`config.mk`:
```
export PLATFORM = sky130hd
export DESIGN_NAME = iis_front
export DESIGN_NICKNAME = d
export VERILOG_FILES = /design/src/rtl/iis_pkg.sv /design/src/rtl/iis_front.sv
export SDC_FILE = /design/constraint.sdc
export NUM_CORES = 2
export LEC_CHECK = 0
export BUFFER_PORTS_ARGS = -buffer_cell sky130_fd_sc_hd__buf_2
export CAP_MARGIN = 0
export CELL_PAD_IN_SITES_DETAIL_PLACEMENT = 2
export CELL_PAD_IN_SITES_GLOBAL_PLACEMENT = 2
export CORE_ASPECT_RATIO = 0.7
export CORE_MARGIN = 2
export CORE_UTILIZATION = 39
export CTS_CLUSTER_DIAMETER = 60
export DETAILED_ROUTE_END_ITERATION = 10
export PLACE_DENSITY = 0.82
export SKIP_CTS_REPAIR_TIMING = 1
export SYNTH_ARGS = -nofsm -noshare
export SYNTH_HDL_FRONTEND = slang
export SYNTH_SLANG_ARGS = --single-unit
export TNS_END_PERCENT = 100
```
`constraint.sdc`:
```
create_clock -name aclk -period 31.3 [get_ports aclk]
set_clock_uncertainty 0.05 [all_clocks]
set_input_delay 6.26 -clock aclk [delete_from_list [all_inputs] [get_ports aclk]]
set_output_delay 6.26 -clock aclk [all_outputs]
set_load 0.03 [all_outputs]
```
`src/rtl/iis_pkg.sv`:
```
`timescale 1ns / 1ps
package iis_pkg;

    localparam int PIX_W  = 16;
    localparam int COL_W  = 16;
    localparam int ROW_W  = 24;
    localparam int N_W    = 25;
    localparam int SUM_W  = 41;
    localparam int SQ_W   = 55;
    localparam int CW_W   = 57;
    localparam int RW_W   = 64;
    localparam int FIX_W  = 24;
    localparam int OUT_TDATA_W = 328;

    localparam logic [COL_W-1:0] WIDTH_RESET = 16'd512;

    // Totals of one finished image, handed from the front to the back.
    typedef struct packed {
        logic signed [PIX_W-1:0] min_value;
        logic signed [PIX_W-1:0] max_value;
        logic [SUM_W-1:0]        sum;
        logic [SQ_W-1:0]         sq;
        logic [CW_W-1:0]         cw;
        logic [RW_W-1:0]         rw;
        logic [N_W-1:0]          n;
    } snap_t;

    typedef enum logic [2:0] {
        BK_IDLE,
        BK_MEAN,
        BK_MULA,
        BK_MULB,
        BK_MULD,
        BK_VDIV,
        BK_SQRT,
        BK_DONE
    } bk_state_t;

endpackage

```
`src/rtl/iis_front.sv`:
```
`timescale 1ns / 1ps
module iis_front (
    input  logic                aclk,
    input  logic                aresetn,
    input  logic                s_tvalid,
    output logic                s_tready,
    input  logic [15:0]         s_tdata,   // [15:0] pixel_value
    input  logic                s_tlast,   // last_pixel
    input  logic                cfg_valid,
    output logic                cfg_ready,
    input  logic [15:0]         cfg_data,  // image_width
    input  logic                q_full,
    output logic                q_push,
    output iis_pkg::snap_t      q_data
);

    logic [iis_pkg::COL_W-1:0]        width_reg;
    logic [iis_pkg::COL_W-1:0]        col_reg, col_next;
    logic [iis_pkg::ROW_W-1:0]        row_reg, row_next;
    logic [iis_pkg::N_W-1:0]          cnt_reg, cnt_next;
    logic [iis_pkg::SUM_W-1:0]        sum_reg, sum_next;
    logic [iis_pkg::SQ_W-1:0]         sq_reg, sq_next;
    logic [iis_pkg::CW_W-1:0]         cw_reg, cw_next;
    logic [iis_pkg::RW_W-1:0]         rw_reg, rw_next;
    logic signed [iis_pkg::PIX_W-1:0] min_reg, min_next, max_reg, max_next;
    logic signed [iis_pkg::PIX_W-1:0] pix;
    logic signed [31:0]               sq_prod;
    logic signed [32:0]               cw_prod;
    logic signed [40:0]               rw_prod;
    logic [iis_pkg::COL_W-1:0]        col_inc;
    logic                             take;

    assign cfg_ready = 1'b1;
    assign s_tready  = !q_full;
    assign take      = s_tvalid && s_tready;
    assign q_push    = take && s_tlast;

    always_comb begin
        pix      = $signed(s_tdata);
        sq_prod  = pix * pix;
        cw_prod  = pix * $signed({1'b0, col_reg});
        rw_prod  = pix * $signed({1'b0, row_reg});
        min_next = (cnt_reg == '0 || pix < min_reg) ? pix : min_reg;
        max_next = (cnt_reg == '0 || pix > max_reg) ? pix : max_reg;
        sum_next = sum_reg + {{(iis_pkg::SUM_W-16){pix[15]}}, pix};
        sq_next  = sq_reg + {{(iis_pkg::SQ_W-32){1'b0}}, sq_prod};
        cw_next  = cw_reg + {{(iis_pkg::CW_W-33){cw_prod[32]}}, cw_prod};
        rw_next  = rw_reg + {{(iis_pkg::RW_W-41){rw_prod[40]}}, rw_prod};
        cnt_next = (cnt_reg == '1) ? cnt_reg : cnt_reg + 1'b1;
        col_inc  = col_reg + 1'b1;
        if (col_inc == width_reg) begin
            col_next = '0;
            row_next = row_reg + 1'b1;
        end else begin
            col_next = col_inc;
            row_next = row_reg;
        end
        q_data = '{min_value: min_next, max_value: max_next, sum: sum_next, sq: sq_next,
                   cw: cw_next, rw: rw_next, n: cnt_next};
    end

    always_ff @(posedge aclk) begin
        if (!aresetn) begin
            width_reg <= iis_pkg::WIDTH_RESET;
        end else if (cfg_valid && cfg_ready) begin
            width_reg <= cfg_data;
        end
    end

    always_ff @(posedge aclk) begin
        if (!aresetn || q_push) begin
            col_reg <= '0;
            row_reg <= '0;
            cnt_reg <= '0;
            sum_reg <= '0;
            sq_reg  <= '0;
            cw_reg  <= '0;
            rw_reg  <= '0;
            min_reg <= '0;
            max_reg <= '0;
        end else if (take) begin
            col_reg <= col_next;
            row_reg <= row_next;
            cnt_reg <= cnt_next;
            sum_reg <= sum_next;
            sq_reg  <= sq_next;
            cw_reg  <= cw_next;
            rw_reg  <= rw_next;
            min_reg <= min_next;
            max_reg <= max_next;
        end
    end

endmodule

```
==> Word level (Yosys, flattened, before mapping) <==
Cells that the tools add are included.
{ "word_totals": {"reg_bits": 330, "input_bits": 38} }
{ "classes": {"n_addsub": 7, "n_mul": 3, "n_lt_le_gt_ge": 2, "eq_ne": 2, "n_mux": 4, "n_reduce_logical": 9} }
{ "ops": {"columns": ["op", "count"], "rows": [
  ["$add A64 B64 Y64", 1],
  ["$add A57 B57 Y57", 1],
  ["$add A55 B32 Y55", 1],
  ["$mux W16", 3],
  ["$add A41 B41 Y41", 1],
  ["$mul A16 B25 Y41", 1],
  ["$mul A16 B17 Y33", 1],
  ["$mul A16 B16 Y32", 1],
  ["$add A25 B1 Y25 const B", 1],
  ["$eq A25 B25 Y1 const B", 1],
  ["$logic_not A25 Y1", 1],
  ["$mux W25", 1],
  ["$add A24 B1 Y24 const B", 1],
  ["$add A16 B1 Y16 const B", 1],
  ["$eq A16 B16 Y1", 1],
  ["$gt A16 B16 Y1", 1],
  ["$lt A16 B16 Y1", 1],
  ["$logic_or A1 B1 Y1", 3],
  ["$logic_and A1 B1 Y1", 2],
  ["$logic_not A1 Y1", 2],
  ["$reduce_and A2 Y1", 1]
]} }

==> Longest topological paths before layout <==
{ "depth": {"ltp_word": 4, "mapped_depth": 40, "mapped_depth_nobuf": 36} }

==> Least setup slack after synthesis <==
OpenSTA, ideal clock, no wires.
{ "synth_timing": {"kind": "input-to-output", "from": "in s_tdata[15]", "to": "out q_data[82] in the netlist's numbering", "t_arrival_ps": 15714, "required_time_ps": 24990, "path_slack_ps": 9276, "path_stages": 31, "path_buffers": 3, "cell_sequence": "clkbuf_1 > inv_1 > buf_1 > buf_1 > nor2_1 > fa_1 > fa_1 > fa_1 > fa_1 > fa_1 > inv_1 > fa_1 > inv_1 > ha_1 > and3_1 > and3_1 > a32oi_1 > o21ai_0 > a31oi_1 > o31ai_1 > a21oi_1 > a21oi_1 > xnor2_1 > ha_1 > a21o_1 > a21o_1 > a21o_1 > or4_1 > o22ai_2 > o21bai_1 > xor2_1"} }
{ "synth_rtl": {"columns": ["element", "line_no", "source"], "rows": [
  ["start, declared", "iis_front.sv:7", "input logic [15:0] s_tdata,"],
  ["end, declared", "iis_front.sv:14", "output iis_pkg::snap_t q_data"]
]} }

==> results.md <==
Run status:
- The run finished with clean final reports.

Setup path:
- The start of the worst register-to-register path is row_reg[7].
- In this run the critical register-to-register path is captured at rw_reg[63].
- Along the worst path, the maximum fanout reaches 34.
- In this run the register-to-register setup slack is 19.76 ns.
- The arrival time of data at the critical path endpoint is 17.32 ns.
- The kind of critical path is input pin to output pin.
- The kind of capture point of the worst setup path is an output pin.
- The required time of the critical path is 24.99 ns.
- The most numerous cell on the critical path is sky130_fd_sc_hd__fa_1.
- In this design, the stage delay of the slowest critical-path cell is between 0.7 and 0.8 ns.
- The critical path startpoint category is an input pin.
- The slowest stage of the critical path belongs to the cell sky130_fd_sc_hd__a2111oi_1.
- The start point of the critical path is s_tdata[15].
- For the worst flop-to-flop path, the logic depth is 34.

Cells and area:
- In the final layout, flip-flops and latches occupy 6606 µm².
- Of the cells placed in the final design, the portion with a size suffix greater than 1 is 0.07659.
- The layout net count is 8223.
- The flip-flop count of the largest register, all copies and words added is 64.
- The area of all placed cells without fillers is ~60000 µm².
- For this run, the number of standard cells in the final layout without fillers is 8784.
- Fill cells in the final layout number 15850.
- From synthesis to final layout, the design area changed by 9.119%.
- The multi-input logic area is 43620 µm².

Placement:
- At the end of routability-driven placement, the weighted congestion stood at between 0.8 and 0.9.
- Summed over all nets, the half-perimeter wirelength after detailed placement is 172800 µm.
- Prior to clock tree synthesis, the placed netlist has a worst setup slack of 7.882 ns.
- The number of instances in the placed design is approximately 8700.
- The cell area reported after detailed placement is 58450 µm².
- Input and output buffers added on the ports amount to 313.

Pwr:
- IR analysis of the VDD net gives a maximum drop of 0.0002708 V.
- Power spread over the standard cell area amounts to 110.3 nW/µm².
- The analysis attributes to cell leakage a power of 29.70 nW.

Synthesis:
- The count of cell types in the netlist is between 90 and 100.
- The area share of the largest cell type after synthesis is 0.2685.
- Measured against the total synthesized area, the mux share comes to 0.01096.
- The most instantiated flip-flop cell in the synthesis netlist is sky130_fd_sc_hd__dfxtp_1.
- Of all cell types, the one taking the most synthesized area is sky130_fd_sc_hd__fa_1.
- The share of flip-flops with an asynchronous set or reset is 0.
- The Yosys step of the flow raised 0 warnings.
- Ranked by instance count, the synthesized netlist is headed by 995 x sky130_fd_sc_hd__inv_1, 987 x sky130_fd_sc_hd__nand2_1, 741 x sky130_fd_sc_hd__fa_1.
- The most frequently used cell type in the post-synthesis netlist is sky130_fd_sc_hd__inv_1.
- The cell area that synthesis handed to floorplanning was between 50000 and 60000 µm².
- The post-synthesis share of cell area spent on and, or, nand and nor gates is 0.1838.
- The post-synthesis instance total is 6773.
- Synthesis produced a netlist with a net count of 8132.
- After synthesis, the largest family of logic cells by area is adder cells.
- The synthesized area per cell is roughly 8.2 µm².
- Counting flops with a built-in enable in the synthesized netlist gives 0.
- Ranked by total cell area, the synthesized netlist is headed by sky130_fd_sc_hd__fa_1 27%, sky130_fd_sc_hd__ha_1 13%, sky130_fd_sc_hd__dfxtp_1 12%, sky130_fd_sc_hd__inv_1 6.8%, sky130_fd_sc_hd__nand2_1 6.7%.
- The portion of the post-synthesis area used by sequential elements is 0.1196.
- The xor and xnor area share after synthesis is 0.06384.
- The fraction of the mapped netlist area in adder cells is 0.3998.
- The compound-gate portion of the synthesized area came to 0.1299.
- The count of state elements after synthesis is 330.

Detailed routing:
- The final layout contains routed wiring with a total length of between 200000 and 250000 µm.
- The average via count per standard cell is 5.639.
- The number of design-rule violations left by the first detailed-router iteration is between 2000 and 3000.
- The via count is 49530.
- Before antenna repair, the detailed router went through 5 iterations.
- After detailed routing, the number of remaining DRC violations is 0.
- The number of nets with antenna violations after detailed routing is 0.
- After detailed routing, the average wire length per cell comes to 25.40 µm.

Timing:
- The final max-slew violation count is 0.
- Setup repair after global routing left no endpoint under its margin.
- Hold timing on the final database bottoms out at a slack of 0.4117 ns.
- The final worst setup slack is between 7 and 8 ns.
- Setup violations remaining at the end of the flow were counted as 0.
- The hold violation total from the final report is 0.
- Of the available clock period, the critical path in the final layout requires 0.7549.
- Headroom to the max-slew limit came out at 0.07678.
- Summed over all failing endpoints, the final setup total negative slack is 0 ns.
- The transition at the pin with the smallest max-transition slack is 1.383 ns.
- The achievable clock frequency is 0.04232 GHz.
- The worst path needs 23.63 ns of the cycle, external delays included.

Floorplan:
- The cell row count is 115.
- Measured along the y axis, the die boundary spans 318.9 µm.
- The die covers between 100000 and 150000 µm².
- The initial utilization of the core area, before any placement, comes to 0.3930.
- The width of the die is 453.9 µm.
- The core box area is 140600 µm².
- In this run the count of I/O pins placed on the die edge is 315.

Hold path:
- The number of stages on the worst hold path is 2.
- In this run the most critical hold path is launched from cw_reg[50].
- The worst hold path belongs to the class register to register.
- The end point of the worst hold path is cw_reg[50].

Global route:
- The first global-routing pass estimated ~340000 µm of wire.
- For this run the aggregate overflow at the end of global routing stands at 0.
- The busiest layer in global routing is met2.
- The number of antenna violations at the first check in global routing is 16.
- The met1 usage is 0.4075.
- For met3 alone, demand over resource in global routing was 0.04484.
- The number of global-route vias before repair came to 56650.
- The global-route usage over all layers is 0.3062.
- In the global route stage, met2 resource usage came out at 0.5163.
- Entering global routing, the biggest net connects 127 pins.

Clock network:
- The clock net in this run drives a total of 330 sinks.
- The CTS clock-pin slew for the worst setup and hold paths is 0.06 ns.
- Buffers inserted during clock tree synthesis total 52.
- The root buffer selected by CTS is sky130_fd_sc_hd__clkbuf_16.
- The H-tree was split into 2 levels.
- In this run the deepest clock path goes through 3 buffers.
- TritonCTS built the clock tree.
- The clock reaches the later pin of the worst-skew pair after 0.70 ns.

Flow run:
- The tool flagged a number of max-cap violations equal to 0.
## layout make-up
| cell class | instances | area share |
|---|---|---|
| clock inverters | 34 | 0.007492 |
| well taps | 1872 | 0.03885 |
| diodes | 5 | 0.0002075 |
| repair buffers | 382 | 0.03524 |
| inverters | 1001 | 0.06232 |
| flip-flops and latches | 330 | 0.1096 |
| multi-input cells | 5097 | 0.7236 |
| clock buffers | 63 | 0.02277 |
## how the worst max path moves through the flow
stage	slack, ns	endpoint
global route	7.22	q_data[88]
CTS	7.80	q_data[88]
detailed placement	7.88	q_data[88]
floorplan	9.28	q_data[82]
global placement	8.30	q_data[88]
finish	7.67	q_data[88]
## logic make-up (layout without fill, tap and decap cells)
logic type | after synthesis | after routing
flops | 330 | 330
buf+inv | 1346 | 1480
compound gates | 1139 | 1139
xor+xnor | 401 | 401
simple gates | 2175 | 2175
other cells | 1 | 6
mux | 60 | 60
fa+ha+maj | 1321 | 1321
## power by group
part | leakage [nW] | total [W] | internal (W) | switching [W]
combinational | 26.1 | 0.00555 | 0.00178 | 0.00377
clock | 0.881 | 0.000639 | 0.000375 | 0.000263
sequential | 2.68 | 0.000462 | 0.000447 | 0.0000148
## placed cells by master, fill, tap and decap left out, drive strengths merged, types with 32 or more instances in the layout
cell type | synthesis | routed
o21bai | 51 | 51
xnor2 | 262 | 262
nand2 | 989 | 989
a21oi | 448 | 448
nor3 | 75 | 75
ha | 580 | 580
clkbuf | 309 | 63
or3 | 32 | 32
fa | 741 | 741
nor2 | 354 | 354
and2 | 293 | 293
o21a | 36 | 36
nand3 | 114 | 114
nand4 | 74 | 74
inv | 996 | 1001
xor2 | 138 | 138
nand2b | 66 | 66
o21ai | 201 | 201
nor2b | 47 | 47
and3 | 47 | 47
mux2i | 56 | 56
buf | 36 | 382
a21o | 167 | 167
dfxtp | 330 | 330
## layer usage
metal | part of all wire | routed length, µm | vias up
met5 | 0.00064 | 142 | -
met4 | 0.027 | 5969 | 22
met3 | 0.051 | 11390 | 375
met2 | 0.48 | 106500 | 1209
met1 | 0.44 | 99060 | 25930
li1 | - | - | 22000
## critical path: cells and delay by family
family                   cells  cell delay, ns
buffers and inverters        7            1.80
multiplexers                 1            0.19
XOR/XNOR                     2            0.46
adder cells (fa/ha/maj)      8            3.72
AND/OR/NAND/NOR              7            1.58
AO/OA/AOI/OAI               10            3.24
## metrics by stage
stage | total power [W] | util
3_3_place_gp | 0.005690 | 0.4158
6_report | 0.006650 | 0.4289
3_5_place_dp | 0.005926 | 0.4158
5_1_grt | 0.007083 | 0.4289
4_1_cts | 0.006626 | 0.4288
2_1_floorplan | 0.004198 | -
Note: power is estimated with default switching activity, not from simulation.
