[src/rtl/iis_pkg.sv]
`timescale 1ns / 1ps
package iis_pkg;

    localparam int PIX_W  = 16;
    localparam int COL_W  = 16;
    localparam int ROW_W  = 24;
    localparam int N_W    = 25;
    localparam int SUM_W  = 41;
    localparam int SQ_W   = 55;
    localparam int CW_W   = 57;
    localparam int RW_W   = 64;
    localparam int FIX_W  = 24;
    localparam int OUT_TDATA_W = 328;

    localparam logic [COL_W-1:0] WIDTH_RESET = 16'd512;

    // Totals of one finished image, handed from the front to the back.
    typedef struct packed {
        logic signed [PIX_W-1:0] min_value;
        logic signed [PIX_W-1:0] max_value;
        logic [SUM_W-1:0]        sum;
        logic [SQ_W-1:0]         sq;
        logic [CW_W-1:0]         cw;
        logic [RW_W-1:0]         rw;
        logic [N_W-1:0]          n;
    } snap_t;

    typedef enum logic [2:0] {
        BK_IDLE,
        BK_MEAN,
        BK_MULA,
        BK_MULB,
        BK_MULD,
        BK_VDIV,
        BK_SQRT,
        BK_DONE
    } bk_state_t;

endpackage

[src/rtl/iis_queue.sv]
`timescale 1ns / 1ps
module iis_queue (
    input  logic           aclk,
    input  logic           aresetn,
    input  logic           push,
    input  iis_pkg::snap_t push_data,
    output logic           full,
    output logic           valid,
    input  logic           pop,
    output iis_pkg::snap_t pop_data
);

    iis_pkg::snap_t mem_reg [2];
    logic           wr_ptr_reg, rd_ptr_reg;
    logic [1:0]     fill_reg;

    assign full     = (fill_reg == 2'd2);
    assign valid    = (fill_reg != 2'd0);
    assign pop_data = mem_reg[rd_ptr_reg];

    always_ff @(posedge aclk) begin
        if (push) begin
            mem_reg[wr_ptr_reg] <= push_data;
        end
    end

    always_ff @(posedge aclk) begin
        if (!aresetn) begin
            wr_ptr_reg <= 1'b0;
            rd_ptr_reg <= 1'b0;
            fill_reg   <= 2'd0;
        end else begin
            if (push) wr_ptr_reg <= !wr_ptr_reg;
            if (pop)  rd_ptr_reg <= !rd_ptr_reg;
            if (push && !pop)      fill_reg <= fill_reg + 2'd1;
            else if (pop && !push) fill_reg <= fill_reg - 2'd1;
        end
    end

endmodule

[config.mk]
export PLATFORM = sky130hd
export DESIGN_NAME = iis_queue
export DESIGN_NICKNAME = d
export VERILOG_FILES = /design/src/rtl/iis_pkg.sv /design/src/rtl/iis_queue.sv
export SDC_FILE = /design/constraint.sdc
export NUM_CORES = 1
export LEC_CHECK = 0
export BUFFER_PORTS_ARGS = -buffer_cell sky130_fd_sc_hd__buf_2
export CAP_MARGIN = 20
export CORE_UTILIZATION = 44
export DETAILED_ROUTE_END_ITERATION = 7
export GPL_TIMING_DRIVEN = 0
export PLACE_DENSITY = 0.72
export SYNTH_ARGS = -nofsm -noshare
export SYNTH_HDL_FRONTEND = slang
export SYNTH_SLANG_ARGS = --single-unit
[constraint.sdc]
create_clock -name aclk -period 16.27 [get_ports aclk]
set_clock_uncertainty 0.2 [all_clocks]
set_input_delay 2.4405 -clock aclk [delete_from_list [all_inputs] [get_ports aclk]]
set_output_delay 2.4405 -clock aclk [all_outputs]
set_load 0.02 [all_outputs]
Yosys cells after proc, flatten, opt, wreduce, memory -nomap -nowiden
Memory sizes are Yosys's and may differ from the RTL's. A register that Yosys moved wholly into a read port is not among the register bits.
Index checks and enable logic that the tools add are counted.
Widths: inputs -> output; s select.
{ "word_totals": {"ff_bits": 4, "ram_bits": 548, "in_bits": 278, "n_memories": 1} }
{ "op_classes": {"addsub": 2, "eq_ne": 1, "mux": 6, "reduce_logical": 8} }
{ "memory_table": {"columns": ["name", "depth", "word_bits", "read_ports", "rd_clocked_by_memory_dff", "write_ports", "line_no", "source"], "rows": [
  ["mem_reg", 2, 274, 1, 1, 1, "iis_queue.sv:13", "iis_pkg::snap_t mem_reg [2];"]
]} }
{ "ops": {"columns": ["cell", "n"], "rows": [
  ["$logic_not 1->1", 4],
  ["$mux 1", 4],
  ["$mux 2", 2],
  ["$reduce_bool 2->1", 2],
  ["$add 2x1->2 const B", 1],
  ["$eq 2x2->1 const B", 1],
  ["$logic_and 1x1->1", 2],
  ["$sub 2x1->2 const B", 1]
]} }

Depth between registers and ports, before layout
Gate-level depths: netlist of run 1.
{ "logic_depth": {"word_depth": 4, "ltp_mapped": 5} }

Least setup slack after synthesis of run 1
Ideal clock, no wire load.
{ "synth_timing": {"kind": "in2reg", "from": "input push", "to": "register wr_ptr_reg", "arrival_ns": 15.149, "slack_ns": 0.807, "stages": 2, "path_cell_list": "nor2b_1 o21a_1"} }
{ "synth_lines": {"columns": ["item", "line_no", "source"], "rows": [
  ["start: declaration", "iis_queue.sv:5", "input logic push,"],
  ["end signal: assignment", "iis_queue.sv:33", "if (push) wr_ptr_reg <= !wr_ptr_reg;"],
  ["end: declaration", "iis_queue.sv:14", "logic wr_ptr_reg, rd_ptr_reg;"]
]} }

==> results.py, run 1 <==
metrics = {
    "pwr": {
        "power.share.switching": 0.230,
        "pwr-share-comb": 0.122,
        "pwr-share-clk": 0.372,
        "p_int_uw": 2530,
        "pwr-share-seq": 0.506,
        "power_density_nw_per_um2": 128,
        "peakVddDrop_uv": 108,
        "cellLeakagePower_uw": 0.00962,
        "p_total_uw": 3290,
        "power_switching_uw": 757,
    },
    "worst_setup_path": {
        "critPathKind": "reg2out",
        "crit_buf_inv": 3,
        "start_kind": "flop",
        "worst_path_most_repeated_cell": "buf_6",
        "slowest_stage": "dfxtp_1",
        "worst-path-stages": 4,
        "rr_worst_depth": 6,
        "endpoint_kind": "output port",
        "r2r_start": "wr_ptr_reg",
        "crit_arrival_ns": 2.01,
        "crit_chain": "buf_6, buf_6, mux2_2, buf_2",
        "r2r-end": "mem_reg[0][199]",
        "crit_end": "pop_data[140]",
        "required_ns": 13.63,
        "crit_path_max_incr_delay_ns": 0.41,
        "r2r_setup_slack_ns": 13.39,
        "path_delay_family": "buffers and inverters",
        "path_max_fanout": 10,
    },
    "timing": {
        "hold_violations": 0,
        "period_minus_slack_ns": 4.65,
        "slew_viol_final": 0,
        "rsz0062_at_grt": "no",
        "hold_slack_ns": 0.339,
        "setup_violations": 0,
        "tightestPinTransition_ns": 0.929,
        "worst_slack_ns": 11.62,
        "clock.fmax_mhz": 215,
        "max_slew_margin": 0.379,
        "post-route-period-util": 0.286,
    },
    "die": {
        "core_area_um2": 44600,
        "start_util": 0.450,
        "ios": 554,
        "chipHeight_um": 216,
        "design.die.area_um2": 46500,
        "rows": 77,
        "die_w_um": 216,
    },
    "place": {
        "pre_cts_ws_ns": 11.07,
        "dp.cells": 2033,
        "placed_area_um2": 23900,
        "place.gp.congestion": 0.815,
        "port-buffer-count": 553,
        "dp_hpwl_um": 30900,
    },
    "global_route": {
        "overflow": 0,
        "grt_max_degree": 64,
        "grt_usage": 0.184,
        "grt_pass1_wl_um": 64500,
        "grt_pass1_vias": 11100,
        "antenna_found_initial": 9,
    },
    "yosys": {
        "ys_ff_latch": 553,
        "yosysSeqAreaShare": 0.824,
        "syn_area_um2": 20100,
        "synth_cell_type_count": 16,
        "ys_warn_count": 0,
        "avgSynthCellArea_um2": 23.0,
        "mappedNetlistNets": 1153,
        "synth_cells": 874,
        "synth_top_area_frac": 0.819,
        "synth_area_leaders": "edfxtp_1, mux2_2, buf_6, dfxtp_1, and2_1",
        "synth_top_area_cell": "edfxtp_1",
    },
    "routing": {
        "vias": 10500,
        "drt-initial-drc-count": 466,
        "dr.pass1.iters": 6,
        "drt-vias-per-instance": 4.91,
        "wire_per_inst_um": 20.3,
        "drc_errors": 0,
        "postRouteAntennaNets": 0,
        "drt-total-wl_um": 43400,
    },
    "clocking": {
        "tritoncts": "built",
        "clk_pin_slew_worst_paths_ns": 0.06,
        "cts-buffers-inserted": 54,
        "cts_root_buffer": "clkbuf_16",
        "ctsResizeCount": 0,
        "clock_latency_ns": 0.57,
        "holdBufCountCts": 0,
        "post_cts_buffers": 0,
        "cts.sinks": 553,
        "htree_levels": 2,
        "cts.path.max_buffers": 3,
    },
    "min_path": {
        "min_path_type": "reg2reg",
    },
    "finish": {
        "final_cell_count_no_fill": 2140,
        "area_delta_synth_final_pct": 27.9,
        "final_nets": 1776,
        "fillers": 3339,
        "design_area_um2": 25700,
        "layout_common_cells": "buf_2, edfxtp_1, mux2_2",
        "mostFrequentLayoutCell": "buf_2",
        "drive_above_1_share": 0.615,
        "largest_register_ffs": 548,
    },
    "run": {
        "drv_cap": 0,
    },
    "run_status": {
        "status": "complete, no violations",
    },
}
## synth_stat cells
master	instances
buf_2	1
edfxtp_1	548
a21boi_0	1
or2_2	1
mux2_2	274
or3_1	1
o21ai_0	1
xor2_1	2
dfxtp_1	5
and2_1	4
buf_6	29
nor2b_1	3
o21a_1	1
xnor2_1	1
ha_1	1
inv_1	1
## worst min path at each step
stage | slack [ns] | cells past startpoint | startpoint | to
after CTS | 0.35 | 2 | fill_reg[1] | fill_reg[1]
after global routing | 0.39 | 2 | rd_ptr_reg | rd_ptr_reg
after detailed placement | 0.34 | 2 | fill_reg[1] | fill_reg[1]
after global placement | 0.28 | 2 | fill_reg[1] | fill_reg[1]
final | 0.34 | 2 | fill_reg[1] | fill_reg[1]
after floorplan | 0.27 | 2 | fill_reg[1] | fill_reg[1]
## per-layer routing
layer / wire length, um / up-vias / global-route usage
met4: 1370 / 2 / 0.0816
met3: 3330 / 79 / 0.0565
met1: 16000 / 5262 / 0.207
li1: - / 4786 / -
met2: 22700 / 374 / 0.320
met5: 11 / - / 0
## cell type report
| cell class | instances | area (um2) | area share |
|---|---|---|---|
| Antenna cell | 9 | 22.5 | 0.000877 |
| Buffer | 30 | 332 | 0.0129 |
| Clock buffer | 69 | 1470 | 0.0573 |
| Clock inverter | 29 | 277 | 0.0108 |
| Inverter | 1 | 3.75 | 0.000146 |
| Multi-Input combinational cell | 290 | 3210 | 0.125 |
| Sequential cell | 553 | 16600 | 0.644 |
| Tap cell | 592 | 741 | 0.0288 |
| Timing Repair Buffer | 567 | 3080 | 0.120 |
## tightest hold or removal path: stages (launching register included)
cell,delay (ns)
dfxtp_1,0.32
o21ai_0,0.08
a21boi_0,0.09
## kinds of logic after synthesis
logic type / count (synthesis) / share of synthesized area
xor+xnor: 3 / 0.00131
simple gates: 9 / 0.00280
buf+inv: 31 / 0.0167
fa+ha+maj: 1 / 0.000623
mux: 274 / 0.154
flops: 553 / 0.824
compound gates: 3 / 0.000996
## stage by stage
stage               setup TNS [ns]  utilization
finish                           0        0.576
global route                     0        0.576
CTS                              0        0.575
detailed placement               0        0.536
global placement          -1713.54        0.529
floorplan                        0            -
## power by group through the flow
stage                     Combinational, uW  Clock (uW)  Sequential (uW)
final                                   400        1220             1660
after global routing                    424        1310             1670
after CTS                               406        1250             1660
after detailed placement                403           0             1690
after global placement                  386           0             1730
after floorplan                         242           0             1720
(Power assumes the default switching activity.)
==> run 2: changes to the inputs <==
--- a/config.mk
+++ b/config.mk
@@ -5,6 +5,7 @@
 export SDC_FILE = /design/constraint.sdc
 export NUM_CORES = 1
 export LEC_CHECK = 0
+export ABC_AREA = 1
 export BUFFER_PORTS_ARGS = -buffer_cell sky130_fd_sc_hd__buf_2
 export CAP_MARGIN = 20
 export CORE_UTILIZATION = 44
==> constraint.sdc (replaced) <==
create_clock -name aclk -period 4 [get_ports aclk]
set_clock_uncertainty 0.2 [all_clocks]
set_input_delay 0.6 -clock aclk [delete_from_list [all_inputs] [get_ports aclk]]
set_output_delay 0.6 -clock aclk [all_outputs]
set_load 0.02 [all_outputs]
==> run 2 against run 1 <==
Sequential power rose to 4.1 times the previous value. Flip-flop and latch count did not move. Critical path depth did not move. Via count rose by 13%. Largest power group unchanged.
==> results.py, run 2 <==
metrics = {
    "routing": {
        "wire_per_inst_um": 20.5,
        "dr.pass1.iters": 5,
        "postRouteAntennaNets": 0,
        "vias": 11800,
        "drt-vias-per-instance": 4.88,
        "drt-initial-drc-count": 678,
        "drt-total-wl_um": 49600,
        "drc_errors": 0,
    },
    "clocking": {
        "htree_levels": 2,
        "tritoncts": "built",
        "cts.path.max_buffers": 3,
        "holdBufCountCts": 272,
        "clk_pin_slew_worst_paths_ns": 0.06,
        "post_cts_buffers": 0,
        "cts_root_buffer": "clkbuf_16",
        "ctsResizeCount": 0,
        "cts.sinks": 553,
        "cts-buffers-inserted": 54,
        "clock_latency_ns": 0.57,
    },
    "pwr": {
        "p_total_uw": 13300,
        "pwr-share-seq": 0.508,
        "power_switching_uw": 3140,
        "pwr-share-clk": 0.363,
        "power.share.switching": 0.235,
        "power_density_nw_per_um2": 470,
        "cellLeakagePower_uw": 0.0108,
        "peakVddDrop_uv": 413,
        "pwr-share-comb": 0.129,
        "p_int_uw": 10200,
    },
    "yosys": {
        "synth_common_cells": "edfxtp_1, mux2_2, buf_6",
        "synth_flop_cell": "edfxtp_1",
        "synth_cells": 887,
        "yosysMostFrequentCell": "edfxtp_1",
        "yosysSeqAreaShare": 0.824,
        "avgSynthCellArea_um2": 22.7,
        "mappedNetlistNets": 1166,
        "synth_area_leaders": "edfxtp_1, mux2_2, buf_6, dfxtp_1, nand2_1",
        "ys_warn_count": 0,
        "synth_top_area_frac": 0.819,
        "ys_ff_latch": 553,
        "syn_area_um2": 20100,
        "synth_top_area_cell": "edfxtp_1",
        "synth_cell_type_count": 13,
        "synthArstFlopShare": 0,
        "synth-edff-count": 548,
    },
    "worst_setup_path": {
        "endpoint_kind": "output port",
        "start_kind": "flop",
        "required_ns": 3.20,
        "crit_arrival_ns": 2.04,
        "path_max_fanout": 10,
        "critPathKind": "reg2out",
    },
    "timing": {
        "rsz0062_at_grt": "no",
        "setup_violations": 0,
        "hold_slack_ns": 0.0470,
        "slew_viol_final": 0,
        "max_slew_margin": 0.625,
        "clock.fmax_mhz": 352,
        "hold_violations": 0,
        "worst_slack_ns": 1.16,
        "period_minus_slack_ns": 2.84,
        "tightestPinTransition_ns": 0.561,
        "post-route-period-util": 0.711,
    },
    "place": {
        "place.gp.congestion": 0.814,
        "dp_hpwl_um": 31900,
        "port-buffer-count": 553,
        "pre_cts_ws_ns": 0.898,
        "placed_area_um2": 24000,
    },
    "die": {
        "start_util": 0.451,
        "core_area_um2": 44600,
        "die_w_um": 216,
        "chipHeight_um": 216,
        "rows": 77,
        "design.die.area_um2": 46500,
        "ios": 554,
    },
    "min_path": {
        "min_path_type": "in2reg",
    },
    "global_route": {
        "grt_pass1_vias": 12800,
        "grt_pass1_wl_um": 73900,
        "grt_usage": 0.210,
        "grt_max_degree": 40,
        "antenna_found_initial": 3,
        "overflow": 0,
    },
    "finish": {
        "mostFrequentLayoutCell": "buf_2",
        "fin_util": 0.637,
        "drive_above_1_share": 0.523,
        "largest_register_ffs": 548,
        "design_area_um2": 28400,
        "area_delta_synth_final_pct": 41.4,
        "layout_common_cells": "buf_2, edfxtp_1, mux2_2",
        "final_nets": 2065,
    },
    "run_status": {
        "status": "complete, no violations",
    },
    "run": {
        "drv_cap": 0,
    },
}
## run 2: cell types whose count changed after synthesis
cell / previous run / this run
a21boi_0: 1 / 0
xor2_1: 2 / 0
and2_1: 4 / 0
nor2_1: 0 / 8
nand4_1: 0 / 1
nor2b_1: 3 / 0
xnor2_1: 1 / 0
inv_1: 1 / 8
or3_1: 1 / 0
or2_2: 1 / 0
nand3_1: 0 / 1
a21oi_1: 0 / 1
nand2_1: 0 / 9
o21a_1: 1 / 0
## run 2: metrics by stage
stage | TNS [ns] | instances
floorplan | -716.38 | 887
global placement | -2100.40 | 2032
detailed placement | 0 | 2050
CTS | 0 | 2422
global route | 0 | 2424
finish | 0 | 2424
## run 2: layer usage
layer | track usage | vias up | share of wire
li1 | - | 5354 | -
met1 | 0.232 | 5909 | 0.36
met2 | 0.384 | 463 | 0.54
met3 | 0.0564 | 94 | 0.071
met4 | 0.0742 | 2 | 0.031
met5 | 0 | - | 0.00024
## run 2: cell families after synthesis
logic type      after synthesis  synth area share
compound gates                2          0.000497
fa+ha+maj                     1          0.000622
buf+inv                      38            0.0180
flops                       553             0.824
mux                         274             0.154
simple gates                 19           0.00373
## run 2: path summary, 6_finish.rpt
path	start	endpoint	slack, ns	cells past startpoint
min reg2reg	rd_ptr_reg	flop	0.30	2
min	push_data[195]	mem_reg[0][195]	0.05	1
max	flop	pop_data[191]	1.16	4
max reg2reg	wr_ptr_reg	mem_reg[0][165]	1.41	6
## run 2: critical path, stage by stage, from the launching register on
cell	delay (ns)
dfxtp_1	0.41
buf_6	0.27
buf_6	0.20
mux2_2	0.38
buf_2	0.18
## run 2: power groups by stage
stage               sequential [uW]  combinational (uW)  clock, uW
finish                         6780                1720       4840
global route                   6810                1810       5170
CTS                            6780                1710       4910
detailed placement             6900                1480          0
global placement               6960                1400          0
floorplan                      6920                 856          0
## run 2: cell type report
type,instances,area [um2]
Antenna cell,2,5.00
Buffer,30,332
Clock buffer,67,1420
Clock inverter,33,254
Fill cell,2961,16200
Inverter,8,46.3
Multi-Input combinational cell,296,3210
Sequential cell,553,16600
Tap cell,592,741
Timing Repair Buffer,843,5860
==> run 3: changes to the inputs <==
--- a/config.mk
+++ b/config.mk
@@ -5,13 +5,13 @@
 export SDC_FILE = /design/constraint.sdc
 export NUM_CORES = 1
 export LEC_CHECK = 0
-export ABC_AREA = 1
+export ABC_AREA = 0
 export BUFFER_PORTS_ARGS = -buffer_cell sky130_fd_sc_hd__buf_2
 export CAP_MARGIN = 20
 export CORE_UTILIZATION = 44
 export DETAILED_ROUTE_END_ITERATION = 7
 export GPL_TIMING_DRIVEN = 0
-export PLACE_DENSITY = 0.72
+export PLACE_DENSITY = 0.69
 export SYNTH_ARGS = -nofsm -noshare
 export SYNTH_HDL_FRONTEND = slang
 export SYNTH_SLANG_ARGS = --single-unit
==> constraint.sdc (replaced) <==
create_clock -name aclk -period 2.85 [get_ports aclk]
set_clock_uncertainty 0.2 [all_clocks]
set_input_delay 0.4275 -clock aclk [delete_from_list [all_inputs] [get_ports aclk]]
set_output_delay 0.4275 -clock aclk [all_outputs]
set_load 0.02 [all_outputs]
==> run 3 against run 2 <==
Final cell count down 0.29%. Cell area about the same. First-iteration DRC count down 7.7%. Critical path depth unchanged. Wire length down 1.1%. Register-to-register slack worse by 1.0 ns. Flip-flop and latch count unchanged. Clock power up 45%. Clock-buffer cell count down 3. Global-route usage down 0.34 points. Sequential power up 40%. Largest cell class unchanged. Largest power group unchanged.
==> results.py, run 3 (synthesis gave the netlist of run 1 again) <==
metrics = {
    "run_status": {
        "status": "complete, no violations",
    },
    "worst_setup_path": {
        "crit_arrival_ns": 2.04,
        "crit_path_max_incr_delay_ns": 0.41,
        "start_kind": "flop",
        "slowest_stage": "dfxtp_1",
        "worst_path_most_repeated_cell": "buf_6",
        "path_delay_family": "buffers and inverters",
        "critPathKind": "reg2out",
        "endpoint_kind": "output port",
        "path_max_fanout": 10,
        "required_ns": 2.22,
        "crit_buf_inv": 3,
        "crit_chain": "buf_6, buf_6, mux2_2, buf_2",
    },
    "finish": {
        "design_area_um2": 28400,
        "fillers": 3056,
        "final_nets": 2055,
        "regArea_um2": 16600,
        "mostFrequentLayoutCell": "buf_2",
        "largest_register_ffs": 548,
        "area_delta_synth_final_pct": 41.6,
        "layout_common_cells": "buf_2, edfxtp_1, dlygate4sd3_1",
        "fin_util": 0.638,
        "multi_input_area_um2": 3210,
        "drive_above_1_share": 0.523,
    },
    "pwr": {
        "cellLeakagePower_uw": 0.0108,
        "power_density_nw_per_um2": 674,
        "p_total_uw": 19200,
        "peakVddDrop_uv": 591,
    },
    "routing": {
        "drc_errors": 0,
        "postRouteAntennaNets": 0,
        "drt-initial-drc-count": 626,
        "drt-vias-per-instance": 4.86,
        "wire_per_inst_um": 20.3,
        "vias": 11700,
        "drt-total-wl_um": 49100,
        "dr.pass1.iters": 4,
    },
    "global_route": {
        "grt_max_degree": 66,
        "antenna_found_initial": 7,
        "grt_usage": 0.206,
        "overflow": 0,
        "grt_pass1_wl_um": 72600,
        "grt_pass1_vias": 12800,
    },
    "place": {
        "placed_area_um2": 23900,
        "port-buffer-count": 553,
        "dp_hpwl_um": 31400,
        "place.gp.congestion": 0.802,
    },
    "die": {
        "start_util": 0.450,
        "ios": 554,
        "die_w_um": 216,
        "chipHeight_um": 216,
        "design.die.area_um2": 46500,
        "core_area_um2": 44600,
        "rows": 77,
    },
    "clocking": {
        "cts_root_buffer": "clkbuf_16",
        "htree_levels": 2,
        "cts.sinks": 553,
        "clk_pin_slew_worst_paths_ns": 0.06,
        "cts.path.max_buffers": 3,
        "tritoncts": "built",
        "clock_latency_ns": 0.59,
        "cts-buffers-inserted": 56,
        "ctsResizeCount": 0,
    },
    "timing": {
        "period_minus_slack_ns": 2.67,
        "clock.fmax_mhz": 375,
        "hold_violations": 0,
        "post-route-period-util": 0.937,
        "tightestPinTransition_ns": 0.763,
        "slew_viol_final": 0,
        "rsz0062_at_grt": "no",
        "setup_tns_ns": 0,
        "max_slew_margin": 0.490,
        "setup_violations": 0,
    },
    "run": {
        "drv_cap": 0,
    },
    "min_path": {
        "min_path_type": "in2reg",
    },
}
==> run 3: cell count changes in the layout (fill, tap and decap cells not counted), moves of 3 or more <==
cell           before  now
buf_12             17   12
nand2_1             8    0
and2_1              0    3
nor2_1              7    0
dlygate4sd3_1     272  277
clkinvlp_4          6    2
inv_1               6    1
clkbuf_1           12    7
diode_2             2    7
clkinv_1           10   16
==> run 3: stage by stage <==
step	worst slack, ns	hold slack [ns]	std cells
6_report	0.180	0.208	2417
5_1_grt	0.0654	0.212	2416
4_1_cts	0.0993	0.166	2410
3_5_place_dp	0.204	0.320	2033
3_3_place_gp	-4.74	0.284	2019
2_1_floorplan	-2.32	0.268	874
==> run 3: layout make-up <==
cell class,instances,area share
clock buffers,64,0.0511
repair buffers,844,0.205
flip-flops and latches,553,0.582
clock inverters,36,0.0103
diodes,7,0.000616
plain buffers,30,0.0117
multi-input cells,290,0.113
well taps,592,0.0260
inverters,1,0.000132
==> run 3: repair_timing <==
action / 4_1_cts / 5_1_grt
hold buffers: 277 / 0
setup buffers: 0 / 0
setup endpoints to repair: 0 / 0
hold endpoints to repair: 553 / 0
==> run 3: where the power goes <==
group / internal, uW / total [uW] / switching (uW) / leakage, uW
Sequential: 9410 / 9500 / 94.3 / 0.00518
Clock: 4070 / 7040 / 2970 / 0.000858
Combinational: 1190 / 2640 / 1450 / 0.00473
Total: 14700 / 19200 / 4510 / 0.0108
==> run 3: worst paths after layout <==
| check | endpoint | slack [ns] | from | cells past startpoint |
|---|---|---|---|---|
| worst max-delay path | pop_data[137] | 0.18 | flop | 4 |
| worst max register to register | mem_reg[1][101] | 0.37 | wr_ptr_reg | 4 |
| worst min-delay path | fill_reg[1] | 0.21 | push | 4 |
| worst min register to register | fill_reg[1] | 0.32 | fill_reg[1] | 2 |
==> run 3: worst register-to-register path, delay by kind of cell, from the launching register on <==
kind / cells / cell delay (ns)
buffers and inverters: 3 / 0.94
flip-flops: 1 / 0.38
AND/OR/NAND/NOR: 1 / 0.51
==> run 3: per-layer routing <==
| layer | wire, um | vias to the layer above | GRT usage | part of all wire |
|---|---|---|---|---|
| li1 | - | 5321 | - | - |
| met1 | 17800 | 5845 | 0.228 | 0.36 |
| met2 | 25800 | 448 | 0.366 | 0.53 |
| met3 | 3300 | 131 | 0.0545 | 0.067 |
| met4 | 2220 | 0 | 0.101 | 0.045 |
| met5 | 0 | - | 0 | 0 |
